### src/rtl/lance_csr_pkg.sv
// ----------------------------------------------------------------------------
// lance_csr_pkg
// Shared types and constants of the LANCE register block: bus request codes,
// CSR0 bit positions and masks, register indexes and the CSR0 update record.
// ----------------------------------------------------------------------------
package lance_csr_pkg;

    // Bus request codes.
    typedef enum logic [1:0] {
        ACT_READ  = 2'd0,
        ACT_WRITE = 2'd1,
        ACT_SET   = 2'd2,
        ACT_CLEAR = 2'd3
    } action_t;

    // Port select codes.
    localparam logic PORT_DATA = 1'b0;
    localparam logic PORT_RAP  = 1'b1;

    // Widths fixed by the bus and the register layout.
    localparam int DATA_W      = 16;
    localparam int PTR_W       = 7;
    localparam int INIT_ADDR_W = 15;
    localparam int CSR2_W      = 8;
    localparam int CSR3_W      = 3;

    // CSR0 bit positions.
    localparam int BIT_ERR  = 15;
    localparam int BIT_BABL = 14;
    localparam int BIT_CERR = 13;
    localparam int BIT_MISS = 12;
    localparam int BIT_MERR = 11;
    localparam int BIT_RINT = 10;
    localparam int BIT_TINT = 9;
    localparam int BIT_IDON = 8;
    localparam int BIT_INTR = 7;
    localparam int BIT_INEA = 6;
    localparam int BIT_RXON = 5;
    localparam int BIT_TXON = 4;
    localparam int BIT_TDMD = 3;
    localparam int BIT_STOP = 2;
    localparam int BIT_STRT = 1;
    localparam int BIT_INIT = 0;

    // CSR0 bit groups.
    localparam logic [15:0] M_INEA = 16'h0040;
    localparam logic [15:0] M_STOP = 16'h0004;
    localparam logic [15:0] M_CMD  = 16'h000f;   // INIT, STRT, STOP, TDMD
    localparam logic [15:0] M_W1C  = 16'h7f00;   // IDON through BABL
    localparam logic [15:0] M_SRC  = 16'h5f00;   // interrupt sources
    localparam logic [15:0] M_ERRS = 16'h7800;   // BABL, CERR, MISS, MERR

    // Mode bits kept by the block.
    localparam int MODE_W  = 2;
    localparam int MODE_DRX = 0;
    localparam int MODE_DTX = 1;

    // Register masks on write.
    localparam logic [15:0] CSR1_MASK = 16'hfffe;

    // Reset values.
    localparam logic [15:0] CSR0_RESET = 16'h0004;
    localparam logic [15:0] CSR4_RESET = 16'h0115;

    // Fixed chip ID words.
    localparam logic [15:0] CHIP_ID_LO = 16'(1 << (28 - 16));
    localparam logic [15:0] CHIP_ID_HI = 16'h3003;

    // Register indexes.
    localparam logic [6:0] IDX_CSR0       = 7'd0;
    localparam logic [6:0] IDX_CSR1       = 7'd1;
    localparam logic [6:0] IDX_CSR2       = 7'd2;
    localparam logic [6:0] IDX_CSR3       = 7'd3;
    localparam logic [6:0] IDX_CSR4       = 7'd4;
    localparam logic [6:0] IDX_LADRF0     = 7'd8;
    localparam logic [6:0] IDX_LADRF1     = 7'd9;
    localparam logic [6:0] IDX_LADRF2     = 7'd10;
    localparam logic [6:0] IDX_LADRF3     = 7'd11;
    localparam logic [6:0] IDX_PADR0      = 7'd12;
    localparam logic [6:0] IDX_PADR1      = 7'd13;
    localparam logic [6:0] IDX_PADR2      = 7'd14;
    localparam logic [6:0] IDX_MODE       = 7'd15;
    localparam logic [6:0] IDX_RX_BASE_LO = 7'd24;
    localparam logic [6:0] IDX_RX_BASE_HI = 7'd25;
    localparam logic [6:0] IDX_TX_BASE_LO = 7'd30;
    localparam logic [6:0] IDX_TX_BASE_HI = 7'd31;
    localparam logic [6:0] IDX_RX_LEN     = 7'd76;
    localparam logic [6:0] IDX_TX_LEN     = 7'd78;
    localparam logic [6:0] IDX_CHIP_LO    = 7'd88;
    localparam logic [6:0] IDX_CHIP_HI    = 7'd89;

    // Outcome of one CSR0 update.
    typedef struct packed {
        logic [15:0] csr0;
        logic        csr3_clear;
        logic        init_flag;
        logic        init_now;
        logic        tx_demand;
        logic        irq;
    } csr0_upd_t;

endpackage

### src/rtl/lance_csr_register_block_unit.sv
// ----------------------------------------------------------------------------
// lance_csr_register_block_unit
// LANCE register file: address pointer, data port, CSR0 control logic and a
// general register store, serving one bus request per cycle while results are taken.
// ----------------------------------------------------------------------------
//  Channel   Handshake               Payload
//  request   in_valid / in_ready     action, port_select, write_data
//  result    out_valid / out_ready   read_data, irq_pulse, tx_demand_pulse,
//                                    init_request, init_address
//
//  One request per cycle sustained while results are taken; a result passes
//  through the input register, then the result register.
//  The store read is prefetched at the next pointer value, so a read right
//  after a pointer write finds its entry already read out.
//  Reset clears the pointer, CSR0 to STOP, CSR1..CSR3 and the store valid
//  bits at once; no clearing pass is needed.
//  A stalled result holds the result register while one more request waits
//  in the input register.
// ----------------------------------------------------------------------------
module lance_csr_register_block_unit #(
    parameter int REG_COUNT       = 128,
    parameter int BOARD_ADDR_BITS = 15
) (
    input  logic                                  clk,
    input  logic                                  rst_n,
    input  logic                                  in_valid,
    output logic                                  in_ready,
    input  logic [1:0]                            action,
    input  logic                                  port_select,
    input  logic [lance_csr_pkg::DATA_W-1:0]      write_data,
    output logic                                  out_valid,
    input  logic                                  out_ready,
    output logic [lance_csr_pkg::DATA_W-1:0]      read_data,
    output logic                                  irq_pulse,
    output logic                                  tx_demand_pulse,
    output logic                                  init_request,
    output logic [lance_csr_pkg::INIT_ADDR_W-1:0] init_address
);

    localparam int IDX_W = $clog2(REG_COUNT);
    localparam logic [lance_csr_pkg::PTR_W:0] REG_LIMIT = (lance_csr_pkg::PTR_W + 1)'(REG_COUNT);
    localparam logic [24:0] ADDR_MASK = (25'd1 << BOARD_ADDR_BITS) - 25'd1;

    // Input register.
    logic                               item_valid_reg;
    lance_csr_pkg::action_t             item_action_reg;
    logic                               item_port_reg;
    logic [lance_csr_pkg::DATA_W-1:0]   item_data_reg;

    // Architectural state.
    logic [lance_csr_pkg::PTR_W-1:0]    ptr_reg, ptr_next;
    logic [15:0]                        csr0_reg, csr0_next;
    logic [15:0]                        csr1_reg, csr1_next;
    logic [lance_csr_pkg::CSR2_W-1:0]   csr2_reg, csr2_next;
    logic [lance_csr_pkg::CSR3_W-1:0]   csr3_reg, csr3_next;
    logic [lance_csr_pkg::MODE_W-1:0]   mode_reg, mode_next;
    logic                               init_flag_reg, init_flag_next;

    // Result register.
    logic                               out_valid_reg;
    logic [lance_csr_pkg::DATA_W-1:0]   read_data_reg, read_data_next;
    logic                               irq_reg, irq_next;
    logic                               tx_reg, tx_next;
    logic                               init_req_reg, init_req_next;
    logic [lance_csr_pkg::INIT_ADDR_W-1:0] init_addr_reg, init_addr_next;

    logic                               exec_fire;
    logic                               ptr_in_range;
    logic                               csr0_op;
    logic                               store_we;
    logic [IDX_W-1:0]                   store_ra;
    logic [lance_csr_pkg::DATA_W-1:0]   store_rd;
    logic [23:0]                        init_block_addr;
    lance_csr_pkg::csr0_upd_t           upd;

    // Handshake: the request in the input register executes when the result slot frees.
    assign exec_fire = item_valid_reg && (!out_valid_reg || out_ready);
    assign in_ready  = !item_valid_reg || exec_fire;

    assign ptr_in_range    = {1'b0, ptr_reg} < REG_LIMIT;
    assign init_block_addr = {csr2_reg, csr1_reg};

    // CSR0 update logic.
    lance_csr_ctl u_ctl (
        .action     (item_action_reg),
        .write_data (item_data_reg),
        .csr0       (csr0_reg),
        .mode       (mode_reg),
        .init_flag  (init_flag_reg),
        .upd        (upd)
    );

    // General register store, read at the pointer of the next request.
    assign store_ra = ({1'b0, ptr_next} < REG_LIMIT) ? ptr_next[IDX_W-1:0] : '0;

    lance_csr_store #(
        .REG_COUNT (REG_COUNT)
    ) u_store (
        .clk   (clk),
        .rst_n (rst_n),
        .we    (store_we),
        .wa    (ptr_reg[IDX_W-1:0]),
        .wd    (item_data_reg),
        .ra    (store_ra),
        .rd    (store_rd)
    );

    // Execution of one request.
    always_comb
    begin
        ptr_next       = ptr_reg;
        csr0_next      = csr0_reg;
        csr1_next      = csr1_reg;
        csr2_next      = csr2_reg;
        csr3_next      = csr3_reg;
        mode_next      = mode_reg;
        init_flag_next = init_flag_reg;
        store_we       = 1'b0;
        read_data_next = '0;
        irq_next       = 1'b0;
        tx_next        = 1'b0;
        init_req_next  = 1'b0;
        init_addr_next = '0;

        csr0_op = (item_action_reg == lance_csr_pkg::ACT_SET) ||
                  (item_action_reg == lance_csr_pkg::ACT_CLEAR) ||
                  ((item_action_reg == lance_csr_pkg::ACT_WRITE) &&
                   (item_port_reg == lance_csr_pkg::PORT_DATA) &&
                   (ptr_reg == lance_csr_pkg::IDX_CSR0));

        // Read data path.
        if (item_port_reg == lance_csr_pkg::PORT_RAP)
        begin
            read_data_next = {{(lance_csr_pkg::DATA_W - lance_csr_pkg::PTR_W){1'b0}}, ptr_reg};
        end
        else if (ptr_in_range)
        begin
            case (ptr_reg)
                lance_csr_pkg::IDX_CSR0:
                begin
                    read_data_next = csr0_reg;
                    if (|(csr0_reg & lance_csr_pkg::M_ERRS))
                    begin
                        read_data_next[lance_csr_pkg::BIT_ERR] = 1'b1;
                    end
                end
                lance_csr_pkg::IDX_CSR1:    read_data_next = csr1_reg;
                lance_csr_pkg::IDX_CSR2:    read_data_next = 16'(csr2_reg);
                lance_csr_pkg::IDX_CSR3:    read_data_next = 16'(csr3_reg);
                lance_csr_pkg::IDX_CHIP_LO: read_data_next = lance_csr_pkg::CHIP_ID_LO;
                lance_csr_pkg::IDX_CHIP_HI: read_data_next = lance_csr_pkg::CHIP_ID_HI;
                default:                    read_data_next = store_rd;
            endcase
        end
        if (item_action_reg != lance_csr_pkg::ACT_READ)
        begin
            read_data_next = '0;
        end

        if (exec_fire)
        begin
            if (csr0_op)
            begin
                // CSR0 write, set or clear.
                csr0_next      = upd.csr0;
                init_flag_next = upd.init_flag;
                irq_next       = upd.irq;
                tx_next        = upd.tx_demand;
                init_req_next  = upd.init_now;
                if (upd.csr3_clear)
                begin
                    csr3_next = '0;
                end
                if (upd.init_now)
                begin
                    init_addr_next = init_block_addr[lance_csr_pkg::INIT_ADDR_W-1:0] &
                                     ADDR_MASK[lance_csr_pkg::INIT_ADDR_W-1:0];
                end
            end
            else if ((item_action_reg == lance_csr_pkg::ACT_WRITE) &&
                     (item_port_reg == lance_csr_pkg::PORT_RAP))
            begin
                ptr_next = item_data_reg[lance_csr_pkg::PTR_W-1:0];
            end
            else if ((item_action_reg == lance_csr_pkg::ACT_WRITE) && ptr_in_range)
            begin
                // Data port write to a register other than CSR0.
                case (ptr_reg)
                    lance_csr_pkg::IDX_CSR1:
                    begin
                        if (csr0_reg[lance_csr_pkg::BIT_STOP])
                        begin
                            csr1_next = item_data_reg & lance_csr_pkg::CSR1_MASK;
                        end
                    end
                    lance_csr_pkg::IDX_CSR2:
                    begin
                        if (csr0_reg[lance_csr_pkg::BIT_STOP])
                        begin
                            csr2_next = item_data_reg[lance_csr_pkg::CSR2_W-1:0];
                        end
                    end
                    lance_csr_pkg::IDX_CSR3:
                    begin
                        if (csr0_reg[lance_csr_pkg::BIT_STOP])
                        begin
                            csr3_next = item_data_reg[lance_csr_pkg::CSR3_W-1:0];
                        end
                    end
                    lance_csr_pkg::IDX_MODE:
                    begin
                        mode_next = item_data_reg[lance_csr_pkg::MODE_W-1:0];
                    end
                    lance_csr_pkg::IDX_LADRF0, lance_csr_pkg::IDX_LADRF1,
                    lance_csr_pkg::IDX_LADRF2, lance_csr_pkg::IDX_LADRF3,
                    lance_csr_pkg::IDX_PADR0, lance_csr_pkg::IDX_PADR1,
                    lance_csr_pkg::IDX_PADR2,
                    lance_csr_pkg::IDX_RX_BASE_LO, lance_csr_pkg::IDX_RX_BASE_HI,
                    lance_csr_pkg::IDX_TX_BASE_LO, lance_csr_pkg::IDX_TX_BASE_HI,
                    lance_csr_pkg::IDX_RX_LEN, lance_csr_pkg::IDX_TX_LEN:
                    begin
                        // Writes to these registers are dropped; the store keeps its entry.
                        store_we = 1'b0;
                    end
                    default:
                    begin
                        store_we = 1'b1;
                    end
                endcase
            end
        end
    end

    // Input register.
    always_ff @(posedge clk or negedge rst_n)
    begin
        if (!rst_n)
        begin
            item_valid_reg <= 1'b0;
        end
        else if (in_ready)
        begin
            item_valid_reg <= in_valid;
        end
    end

    always_ff @(posedge clk)
    begin
        if (in_valid && in_ready)
        begin
            item_action_reg <= lance_csr_pkg::action_t'(action);
            item_port_reg   <= port_select;
            item_data_reg   <= write_data;
        end
    end

    // Register state.
    always_ff @(posedge clk or negedge rst_n)
    begin
        if (!rst_n)
        begin
            ptr_reg       <= '0;
            csr0_reg      <= lance_csr_pkg::CSR0_RESET;
            csr1_reg      <= '0;
            csr2_reg      <= '0;
            csr3_reg      <= '0;
            mode_reg      <= '0;
            init_flag_reg <= 1'b0;
        end
        else
        begin
            ptr_reg       <= ptr_next;
            csr0_reg      <= csr0_next;
            csr1_reg      <= csr1_next;
            csr2_reg      <= csr2_next;
            csr3_reg      <= csr3_next;
            mode_reg      <= mode_next;
            init_flag_reg <= init_flag_next;
        end
    end

    // Result register.
    always_ff @(posedge clk or negedge rst_n)
    begin
        if (!rst_n)
        begin
            out_valid_reg <= 1'b0;
        end
        else if (exec_fire)
        begin
            out_valid_reg <= 1'b1;
        end
        else if (out_ready)
        begin
            out_valid_reg <= 1'b0;
        end
    end

    always_ff @(posedge clk)
    begin
        if (exec_fire)
        begin
            read_data_reg <= read_data_next;
            irq_reg       <= irq_next;
            tx_reg        <= tx_next;
            init_req_reg  <= init_req_next;
            init_addr_reg <= init_addr_next;
        end
    end

    assign out_valid       = out_valid_reg;
    assign read_data       = read_data_reg;
    assign irq_pulse       = irq_reg;
    assign tx_demand_pulse = tx_reg;
    assign init_request    = init_req_reg;
    assign init_address    = init_addr_reg;

    // Checks.
    a_init_addr_zero: assert property (@(posedge clk) disable iff (!rst_n)
        out_valid_reg && !init_req_reg |-> init_addr_reg == '0)
        else $error("init address set without an init request");

    a_ptr_write: assert property (@(posedge clk) disable iff (!rst_n)
        exec_fire && (item_action_reg == lance_csr_pkg::ACT_WRITE) &&
        (item_port_reg == lance_csr_pkg::PORT_RAP)
        |=> ptr_reg == $past(item_data_reg[lance_csr_pkg::PTR_W-1:0]))
        else $error("pointer write lost");

    a_intr_summary: assert property (@(posedge clk) disable iff (!rst_n)
        exec_fire && csr0_op
        |=> csr0_reg[lance_csr_pkg::BIT_INTR] == |(csr0_reg & lance_csr_pkg::M_SRC))
        else $error("interrupt summary out of step with its sources");

    a_irq_state: assert property (@(posedge clk) disable iff (!rst_n)
        out_valid_reg && irq_reg
        |-> csr0_reg[lance_csr_pkg::BIT_INTR] && csr0_reg[lance_csr_pkg::BIT_INEA])
        else $error("interrupt pulse without INTR and INEA");

endmodule

### src/rtl/lance_csr_ctl.sv
// ----------------------------------------------------------------------------
// lance_csr_ctl
// CSR0 control: start, stop, init and transmit demand handling on a CSR0
// write, status set and clear requests, and the interrupt summary.
// ----------------------------------------------------------------------------
module lance_csr_ctl (
    input  lance_csr_pkg::action_t              action,
    input  logic [lance_csr_pkg::DATA_W-1:0]    write_data,
    input  logic [15:0]                         csr0,
    input  logic [lance_csr_pkg::MODE_W-1:0]    mode,
    input  logic                                init_flag,
    output lance_csr_pkg::csr0_upd_t            upd
);

    // Next CSR0 value and side effects for the current request.
    always_comb
    begin
        logic [15:0] c;
        logic        fl;
        c   = csr0;
        fl  = init_flag;
        upd = '0;
        case (action)
            lance_csr_pkg::ACT_SET:
            begin
                c = csr0 | write_data;
            end
            lance_csr_pkg::ACT_CLEAR:
            begin
                c = csr0 & ~write_data;
            end
            lance_csr_pkg::ACT_WRITE:
            begin
                // Enable follows the data, commands set, status bits clear on one.
                c = (csr0 & ~lance_csr_pkg::M_INEA) | (write_data & lance_csr_pkg::M_INEA);
                c = c | (write_data & lance_csr_pkg::M_CMD);
                c = c & ~(write_data & lance_csr_pkg::M_W1C);
                c[lance_csr_pkg::BIT_ERR] = 1'b0;

                if (c[lance_csr_pkg::BIT_STOP] && !csr0[lance_csr_pkg::BIT_STOP])
                begin
                    // Stop resets everything but the stop bit.
                    c              = lance_csr_pkg::M_STOP;
                    upd.csr3_clear = 1'b1;
                end
                else if (c[lance_csr_pkg::BIT_STRT] && !csr0[lance_csr_pkg::BIT_STRT] &&
                         (csr0[lance_csr_pkg::BIT_STOP] || csr0[lance_csr_pkg::BIT_INIT]))
                begin
                    // Start, possibly together with a fresh init.
                    c[lance_csr_pkg::BIT_STOP] = 1'b0;
                    if (!mode[lance_csr_pkg::MODE_DTX])
                    begin
                        c[lance_csr_pkg::BIT_TXON] = 1'b1;
                    end
                    if (!mode[lance_csr_pkg::MODE_DRX])
                    begin
                        c[lance_csr_pkg::BIT_RXON] = 1'b1;
                    end
                    if (c[lance_csr_pkg::BIT_INIT] && !csr0[lance_csr_pkg::BIT_INIT])
                    begin
                        upd.init_now               = 1'b1;
                        c[lance_csr_pkg::BIT_IDON] = 1'b1;
                        fl                         = 1'b1;
                    end
                end
                else if (c[lance_csr_pkg::BIT_INIT] && !csr0[lance_csr_pkg::BIT_INIT] &&
                         csr0[lance_csr_pkg::BIT_STOP])
                begin
                    // Init alone clears STOP and leaves the channels off.
                    upd.init_now               = 1'b1;
                    c[lance_csr_pkg::BIT_IDON] = 1'b1;
                    c[lance_csr_pkg::BIT_RXON] = 1'b0;
                    c[lance_csr_pkg::BIT_TXON] = 1'b0;
                    c[lance_csr_pkg::BIT_STOP] = 1'b0;
                    fl                         = 1'b1;
                    upd.csr3_clear             = 1'b1;
                end

                // Transmit demand is honored only once initialized; it never stays set.
                if (c[lance_csr_pkg::BIT_TDMD])
                begin
                    if (fl)
                    begin
                        if (!c[lance_csr_pkg::BIT_TXON])
                        begin
                            c[lance_csr_pkg::BIT_STOP] = 1'b0;
                            if (!mode[lance_csr_pkg::MODE_DTX])
                            begin
                                c[lance_csr_pkg::BIT_TXON] = 1'b1;
                            end
                            if (!mode[lance_csr_pkg::MODE_DRX])
                            begin
                                c[lance_csr_pkg::BIT_RXON] = 1'b1;
                            end
                        end
                        upd.tx_demand = 1'b1;
                    end
                    c[lance_csr_pkg::BIT_TDMD] = 1'b0;
                end
            end
            default:
            begin
                c = csr0;
            end
        endcase

        // Interrupt summary.
        c[lance_csr_pkg::BIT_INTR] = |(c & lance_csr_pkg::M_SRC);
        upd.irq       = c[lance_csr_pkg::BIT_INTR] & c[lance_csr_pkg::BIT_INEA];
        upd.csr0      = c;
        upd.init_flag = fl;
    end

endmodule

### src/rtl/lance_csr_store.sv
// ----------------------------------------------------------------------------
// lance_csr_store
// General register store: one write port and one registered read port, with
// a valid bit per entry so that unwritten entries read as their reset value.
// ----------------------------------------------------------------------------
module lance_csr_store #(
    parameter int REG_COUNT = 128
) (
    input  logic                             clk,
    input  logic                             rst_n,
    input  logic                             we,
    input  logic [$clog2(REG_COUNT)-1:0]     wa,
    input  logic [lance_csr_pkg::DATA_W-1:0] wd,
    input  logic [$clog2(REG_COUNT)-1:0]     ra,
    output logic [lance_csr_pkg::DATA_W-1:0] rd
);

    localparam int IDX_W = $clog2(REG_COUNT);

    logic [lance_csr_pkg::DATA_W-1:0] mem [REG_COUNT];
    logic [REG_COUNT-1:0]             valid_reg;
    logic [lance_csr_pkg::DATA_W-1:0] rd_data_reg;
    logic [lance_csr_pkg::DATA_W-1:0] rd_init_reg;
    logic                             rd_valid_reg;
    logic                             fwd;

    // A write to the entry being read is passed straight to the read register.
    assign fwd = we && (wa == ra);

    // Storage array.
    always_ff @(posedge clk)
    begin
        if (we)
        begin
            mem[wa] <= wd;
        end
    end

    // Registered read with write forwarding.
    always_ff @(posedge clk)
    begin
        rd_data_reg <= fwd ? wd : mem[ra];
        rd_init_reg <= (ra == IDX_W'(lance_csr_pkg::IDX_CSR4)) ?
                       lance_csr_pkg::CSR4_RESET : '0;
    end

    // Valid bits, cleared at reset.
    always_ff @(posedge clk or negedge rst_n)
    begin
        if (!rst_n)
        begin
            valid_reg    <= '0;
            rd_valid_reg <= 1'b0;
        end
        else
        begin
            if (we)
            begin
                valid_reg[wa] <= 1'b1;
            end
            rd_valid_reg <= fwd || valid_reg[ra];
        end
    end

    assign rd = rd_valid_reg ? rd_data_reg : rd_init_reg;

endmodule
### config.mk
export PLATFORM = sky130hd
export DESIGN_NAME = lance_csr_register_block_unit
export DESIGN_NICKNAME = d
export VERILOG_FILES = /design/src/rtl/lance_csr_pkg.sv /design/src/rtl/lance_csr_register_block_unit.sv /design/src/rtl/lance_csr_ctl.sv /design/src/rtl/lance_csr_store.sv
export SDC_FILE = /design/constraint.sdc
export NUM_CORES = 2
export LEC_CHECK = 0
export BUFFER_PORTS_ARGS = -buffer_cell sky130_fd_sc_hd__buf_2
export CAP_MARGIN = 15
export CORE_MARGIN = 10
export CORE_UTILIZATION = 45
export CTS_CLUSTER_SIZE = 14
export DETAILED_ROUTE_END_ITERATION = 7
export PLACE_DENSITY_LB_ADDON = 0.15
export RECOVER_POWER = 25
export SETUP_SLACK_MARGIN = 0.02
export SLEW_MARGIN = 20
export SYNTH_ARGS = -nofsm -noshare
export SYNTH_HDL_FRONTEND = slang
export SYNTH_SLANG_ARGS = --single-unit
export TNS_END_PERCENT = 1
### constraint.sdc
create_clock -name clk -period 5.3 [get_ports clk]
set_clock_uncertainty 0.2 [all_clocks]
set_input_delay 0.53 -clock clk [delete_from_list [all_inputs] [get_ports clk]]
set_output_delay 0.53 -clock clk [all_outputs]
set_load 0.01 [all_outputs]
# After elaboration in Yosys (flattened, before gate mapping)

Memories as Yosys holds them, arrays and structs flattened. A register that Yosys moved wholly into a read port is not among the register bits.
Index checks and enable logic that the tools add are counted.

Flip-flop bits (word level): 251
Memory bits (writable): 2048
Input port bits: 23
Output and inout port bits: 36
Logic and storage cells: 175
Memories: 1

Memory list:

| name        | depth | bits a word | read ports | clocked after Yosys merged registers in | wr ports | line                  | source |
|---|---|---|---|---|---|---|---|
| u_store.mem | 128   | 16          | 1          | 1                                       | 1        | lance_csr_store.sv:20 | `logic [lance_csr_pkg::DATA_W-1:0] mem [REG_COUNT];` |

Order comparisons: 3
Equality and inequality tests: 26
Mux-type cells: 68
Bitwise operators: 12
Reductions and logical operators: 43

Operators by type and width:

| cell                                                       | number |
|---|---|
| OR 128 bit                                                 | 1 |
| one-hot mux 16 bit (6 select lines)                        | 1 |
| equality test 7 x 4 -> 1 bit, second input constant        | 8 |
| one-hot mux 16 bit (3 select lines)                        | 1 |
| two-way mux 1 bit                                          | 41 |
| equality test 7 x 5 -> 1 bit, second input constant        | 4 |
| equality test 7 bit, second input constant                 | 4 |
| two-way mux 7 bit                                          | 4 |
| two-way mux 2 bit                                          | 9 |
| two-way mux 3 bit                                          | 6 |
| AND reduction 6 bit                                        | 3 |
| OR reduction 17 bit                                        | 1 |
| bitwise AND 16 bit                                         | 1 |
| less-than comparator 7 x 8 -> 1 bit, second input constant | 2 |
| two-way mux 16 bit                                         | 1 |
| inverter 16 bit                                            | 1 |
| OR 16 bit                                                  | 1 |
| bitwise AND 15 bit                                         | 1 |
| inverter 15 bit                                            | 1 |
| OR 15 x 4 -> 15 bit                                        | 1 |
| OR 15 x 7 -> 15 bit                                        | 1 |
| equality test 7 x 2 -> 1 bit, second input constant        | 2 |
| logical AND 1 bit                                          | 12 |
| nonzero test 2 bit                                         | 5 |
| other kinds (25)                                           | 40 |

# Logic depth before layout (Yosys ltp)

Word-level depth: 16
Gate-level depth with buffers: 11
Gate-level depth less buffers: 10

# Cells and area by module

From an unflattened synthesis, not the netlist that was laid out.

Cell total of the unflattened synthesis: 4223
Area total of the unflattened synthesis: 88623.7 um^2

By module, submodules not included:

| module                        | instances | cells an instance | area an instance (um^2) | seq. area each (um^2) |
|---|---|---|---|---|
| lance_csr_store               | 1         | 3819              | 83395.0                 | 64887.2 |
| lance_csr_register_block_unit | 1         | 316               | 4642.0                  | 2914.0 |
| lance_csr_ctl                 | 1         | 88                | 586.8                   | 0.0 |

# Least setup slack after synthesis

OpenSTA, ideal clock, no wires.

Kind: register -> register
Start point: register item_data_reg[0] (netlist name)
End point: register u_store.rd_valid_reg
Library setup time: 0.120 ns
Arrival: 3.820 ns
Required time: 4.980 ns
Setup slack: 1.160 ns
Stages on the path, launching flop included: 10
Clock period less this slack: 4.140 ns
Cell sequence: edfxtp_1 > mux2i_1 > buf_2 > buf_2 > mux2_2 > a32oi_1 > nand4_1 > nor4b_1 > o21ai_0 > o211a_1

Word-level cells in the longest chain between the ends: 6
Elaborated cells on any way between the ends: 8
Classes of those cells: eq/ne (1); mux (5); reduce/logical (2)

RTL lines:

| element                                                                              | line                                         | source |
|---|---|---|
| from (decl)                                                                          | lance_csr_register_block_unit.sv:48          | `logic [lance_csr_pkg::DATA_W-1:0] item_data_reg;` |
| from (signal assigned)                                                               | lance_csr_register_block_unit.sv:253         | `item_data_reg <= write_data;` |
| two-way mux 7 bit (*)                                                                | lance_csr_register_block_unit.sv:180         | `else if ((item_action_reg == lance_csr_pkg::ACT_WRITE) &&` |
| two-way mux 7 bit (*)                                                                | lance_csr_register_block_unit.sv:162         | `if (csr0_op)` |
| two-way mux 7 bit (*)                                                                | lance_csr_register_block_unit.sv:160         | `if (exec_fire)` |
| binary-select mux 1 bit (select 7 bit) / equality test 7 bit (equally long branches) | lance_csr_store.sv:61, lance_csr_store.sv:28 |  |
| two-way mux 1 bit (not written as such) / logical AND 1 bit (equally long branches)  | lance_csr_store.sv:61, lance_csr_store.sv:28 |  |
| logical OR 1 bit (*)                                                                 | lance_csr_store.sv:61                        | `rd_valid_reg <= fwd \|\| valid_reg[ra];` |
| to (signal assigned)                                                                 | lance_csr_store.sv:61                        |  |
| to (decl)                                                                            | lance_csr_store.sv:24                        | `logic rd_valid_reg;` |

Mark *: on every way between the ends. The rest lies on a longest branch, timed or not. The select of a mux whose other input is x is not followed.
A chain may end at the register's enable or synchronous reset.

# Worst setup path after layout

Start point: register item_data_reg[5] (netlist name)
End point: memory u_store.mem[102][5] (netlist name), data pin

RTL lines:

| element   | line |
|---|---|
| to (decl) | lance_csr_store.sv:20 |

Straight into the memory's write port.

==> metrics.log <==
INFO  metric synth.lib_cells_used.distinct = 67
INFO  metric regArea = approximately 0.068 mm²
INFO  metric slew-limit-headroom = -132.6%
INFO  metric syn_avg_cell_area = roughly 22 µm²
INFO  metric intPower = between 30000 and 40000 µW
INFO  metric rsz_0062_raised_after_global_routing = false
INFO  metric irDropWorstVdd = 0.3486 mV
INFO  metric routed_wirelength_normalized_by_instance_count = 29.84 µm
INFO  metric endpoints_failing_hold = 0
INFO  metric post-dp-hpwl = about 130000 µm
INFO  metric static-leakage-power = ~0.034 µW
INFO  metric start_util = 45.29%
INFO  metric routed-via-count = ~42000
INFO  metric yosysSeqAreaShare = roughly three quarters
INFO  metric total_switching_power = roughly 12000 µW
INFO  metric number_of_buffers_inserted_during_clock_tree_synthesis = 230
INFO  metric gr-usage-all-layers = between 20% and 30%
INFO  metric timing_max_transition_violations_final = between 800 and 900
INFO  metric yosys_register_bits = roughly 2300
INFO  metric grt_util_met1 = 29.41%
INFO  metric first_iter_violations = around 4400
INFO  metric ys.warnings.count = 0
INFO  metric critical_path_arrival = 4.97 ns
INFO  metric crit_start = item_data_reg[5]
INFO  metric post_drt_via_cell_ratio = 5.737
INFO  metric clock_sink_count = 2291
INFO  metric period_share = ~88%
INFO  metric fill_cells = between 15000 and 20000
INFO  metric met2_usage = ~32%
INFO  metric floorplan.io_pins = slightly below 60
INFO  metric setup.worst_path.start_class = register
INFO  metric floorplan.die.width = ~460 µm
INFO  metric timing.setup.critical_path_class = register to register
INFO  metric cts_max_path_buffers = 3
INFO  metric max_slew.worst_pin.slew = about 3.5 ns
INFO  metric netlist.top_cell.by_area = sky130_fd_sc_hd__edfxtp_1
INFO  metric synth_top_cells_by_area = sky130_fd_sc_hd__edfxtp_1 71%, sky130_fd_sc_hd__mux4_2 17%, sky130_fd_sc_hd__dfrtp_1 5.2%, sky130_fd_sc_hd__or2_2 0.76%, sky130_fd_sc_hd__nor2_1 0.67%
INFO  metric placeableCoreArea = between 0.15 and 0.2 mm²
INFO  metric final_period_minus_worst_setup_slack = 4.667 ns
INFO  metric global_route.overflow_total = 0
INFO  metric worst_hold_path_type = input port to register
INFO  metric cts_max_level = 4
INFO  metric nets = about 4600
INFO  metric max_freq = between 200 and 250 MHz
INFO  metric cpLargestDelayFamily = buffers and inverters
INFO  metric ant_nets = 0
INFO  metric timing.critical_path.required = approximately 5.6 ns
INFO  metric synth.cell_area = slightly below 0.09 mm²
INFO  metric worstReg2RegStart = item_data_reg[5]
INFO  metric path_max_fanout = between 60 and 70
INFO  metric wirelength = ~220000 µm
INFO  metric crit_slowest_cell = sky130_fd_sc_hd__clkbuf_1
INFO  metric p_comb_share = 18.8%
INFO  metric maxCapViolCount = 14
INFO  metric rows = between 150 and 200
INFO  metric drt_drc_violations_left = 0
INFO  metric synth_top_flop_cell = sky130_fd_sc_hd__edfxtp_1
INFO  metric first_global_vias = 43042
INFO  metric fp.dieH = about 460 µm
INFO  metric final_layout_size_suffix_gt1_share = between 30% and 40%
INFO  metric firstDrtPassIters = 5
INFO  metric placedInstanceArea = 0.09453 mm²
INFO  metric holdCritStartpoint = write_data[2]
INFO  metric detailedPlace.worstSlack = between 0.8 and 0.9 ns
INFO  metric syn2layout_area_growth = 15.63%
INFO  metric critical_path.max_stage_delay = 2.33 ns
INFO  metric violations_in_the_final_reports = max-capacitance violations, max-slew violations
INFO  metric sw_frac_of_total = 26.50%
INFO  metric met3_track_demand_over_resource = under 10%
INFO  metric seq_power_share = 45.5%
INFO  metric grt_pass1_wl = about 320000 µm
INFO  metric post_layout_inst_area = 0.1022 mm²
INFO  metric synth_edf_count = 2100
INFO  metric status = finished, violations left
INFO  metric worstSkewPairLatency = about 0.87 ns
INFO  metric grt_antenna_before_repair = 6
INFO  metric postSynthCellCount = 3948
INFO  metric cts_tree = built
INFO  metric grt_start_max_net_pins = between 100 and 150
INFO  metric finalSetupTns = 0 ns
INFO  metric ctsRootBufferMaster = sky130_fd_sc_hd__clkbuf_16
INFO  metric p_per_area = ~440 mW/mm²
INFO  metric place.port_buffers = 57
INFO  metric post-route-worst-setup-slack = roughly 0.63 ns
INFO  metric yosys.area.top_type_share = 71.33%
INFO  metric largest_register_ffs = 2048
INFO  metric area_used_by_multi_input_combinational_logic = around 0.021 mm²
INFO  metric critPathCaptureType = register
INFO  metric postSynth.asyncResetShare = between 7 and 8%
INFO  metric busiest_layer = met2
INFO  metric clk_slew_on_worst_s_h_paths = 0.06 ns
INFO  metric die_area = 0.2146 mm²
INFO  metric setup_viol = 0
INFO  metric clock_power_share = 35.7%
INFO  metric critPathBufInv = 2
INFO  metric gp_routability_congestion = between 0.8 and 0.9
INFO  metric path_cells = clkbuf_1 -> buf_4
[path summary, 6_finish.rpt]
path / end / slack [ns] / cells after the start
max: u_store.mem[102][5] / 0.63 / 2
min: item_data_reg[2] / 0.17 / 2
max reg2reg: u_store.mem[102][5] / 0.63 / 2
min reg2reg: u_store.valid_reg[11] / 0.17 / 0
max in group asynchronous: u_store.valid_reg[43] / 2.37 / 2
min in group asynchronous: csr1_reg[9] / 0.83 / 2
[worst reg2reg max path, delay by kind of cell (launching register included)]
family   cells  cell delay (ns)
flops        1             0.62
buf+inv      2             3.31
[placed cells by master, fill, tap and decap left out, types with 14 or more instances in the layout]
cell	n
sky130_fd_sc_hd__edfxtp_1	2100
sky130_fd_sc_hd__mux4_2	671
sky130_fd_sc_hd__conb_1	289
sky130_fd_sc_hd__clkbuf_16	233
sky130_fd_sc_hd__buf_4	190
sky130_fd_sc_hd__dfrtp_1	182
sky130_fd_sc_hd__or2_2	108
sky130_fd_sc_hd__nand2_1	105
sky130_fd_sc_hd__nor2_2	102
sky130_fd_sc_hd__clkbuf_1	84
sky130_fd_sc_hd__nor2_1	55
sky130_fd_sc_hd__buf_2	53
sky130_fd_sc_hd__mux2_2	41
sky130_fd_sc_hd__clkinv_2	38
sky130_fd_sc_hd__clkinv_1	37
sky130_fd_sc_hd__mux2i_1	37
sky130_fd_sc_hd__a21oi_1	31
sky130_fd_sc_hd__o21ai_0	30
sky130_fd_sc_hd__a22oi_1	28
sky130_fd_sc_hd__buf_12	27
sky130_fd_sc_hd__dlygate4sd3_1	23
sky130_fd_sc_hd__nor3_1	21
sky130_fd_sc_hd__clkbuf_8	20
sky130_fd_sc_hd__inv_1	19
sky130_fd_sc_hd__bufinv_16	19
sky130_fd_sc_hd__and2_1	18
sky130_fd_sc_hd__nand2b_1	15
sky130_fd_sc_hd__nand3_1	14
[stage by stage]
stage	util, %	std cells	total power (µW)	hold slack (ns)
global route	52.37	7388	46620	0.1357
CTS	52.40	7386	45550	0.08974
finish	52.37	7390	45090	0.1726
global placement	48.43	6933	29430	0.1595
floorplan	-	4236	26120	0.03441
detailed placement	48.43	6933	29450	0.1622
[synth_stat cells (8+ instances only)]
cell type / count
sky130_fd_sc_hd__and2_1: 18
sky130_fd_sc_hd__mux2_2: 41
sky130_fd_sc_hd__a31oi_1: 8
sky130_fd_sc_hd__nand3_1: 14
sky130_fd_sc_hd__dfxtp_1: 8
sky130_fd_sc_hd__a211oi_1: 9
sky130_fd_sc_hd__edfxtp_1: 2100
sky130_fd_sc_hd__inv_1: 20
sky130_fd_sc_hd__buf_1: 18
sky130_fd_sc_hd__nor2_1: 157
sky130_fd_sc_hd__nor3_1: 21
sky130_fd_sc_hd__a21oi_1: 31
sky130_fd_sc_hd__nand2_1: 105
sky130_fd_sc_hd__dfrtp_1: 182
sky130_fd_sc_hd__nor2b_1: 12
sky130_fd_sc_hd__mux2i_1: 38
sky130_fd_sc_hd__or2_2: 108
sky130_fd_sc_hd__buf_2: 64
sky130_fd_sc_hd__mux4_2: 671
sky130_fd_sc_hd__nor4_1: 11
sky130_fd_sc_hd__o21ai_0: 30
sky130_fd_sc_hd__clkbuf_1: 127
sky130_fd_sc_hd__nand2b_1: 15
sky130_fd_sc_hd__a22oi_1: 28
sky130_fd_sc_hd__o22ai_1: 12
sky130_fd_sc_hd__a32oi_1: 12
sky130_fd_sc_hd__a22o_1: 11
[final cells by class]
class	instances	area share [%]
Multi-Input combinational cell	1706	20.51
Inverter	22	0.08078
Sequential cell	2291	66.34
Timing Repair Buffer	314	2.497
Antenna cell	3	0.007344
Tap cell	2624	3.212
Clock inverter	111	1.136
Clock buffer	319	6.216
[layer usage]
metal / wire [µm] / vias up
met4: 4477 / 0
li1: - / 17529
met5: 0 / -
met1: 95070 / 23176
met2: 106800 / 1439
met3: 14180 / 251
[cells by family (layout without fill, tap and decap cells)]
logic type	after synthesis	after routing	synth area share, %
flops	2291	2291	76.70
simple gates	488	488	2.706
compound gates	178	178	1.388
buf+inv	239	766	1.144
other cells	1	292	0.004242
mux	751	751	18.06
[what timing repair did]
| item | 4_1_cts | 5_1_grt |
|---|---|---|
| hold buffers | 23 | 0 |
| resized for setup | 0 | 0 |
| buffers inserted | 0 | 0 |
| endpoints found under the hold margin | 115 | 0 |
[power by group through the flow]
stage | clock (µW) | sequential [µW] | combinational (µW)
after floorplan | 0 | 20800 | 5360
after global placement | 0 | 20800 | 8590
after detailed placement | 0 | 20900 | 8600
after CTS | 16400 | 20500 | 8630
after global routing | 17200 | 20500 | 8920
final | 16100 | 20500 | 8490
Note: power is estimated with default switching activity, not from simulation.
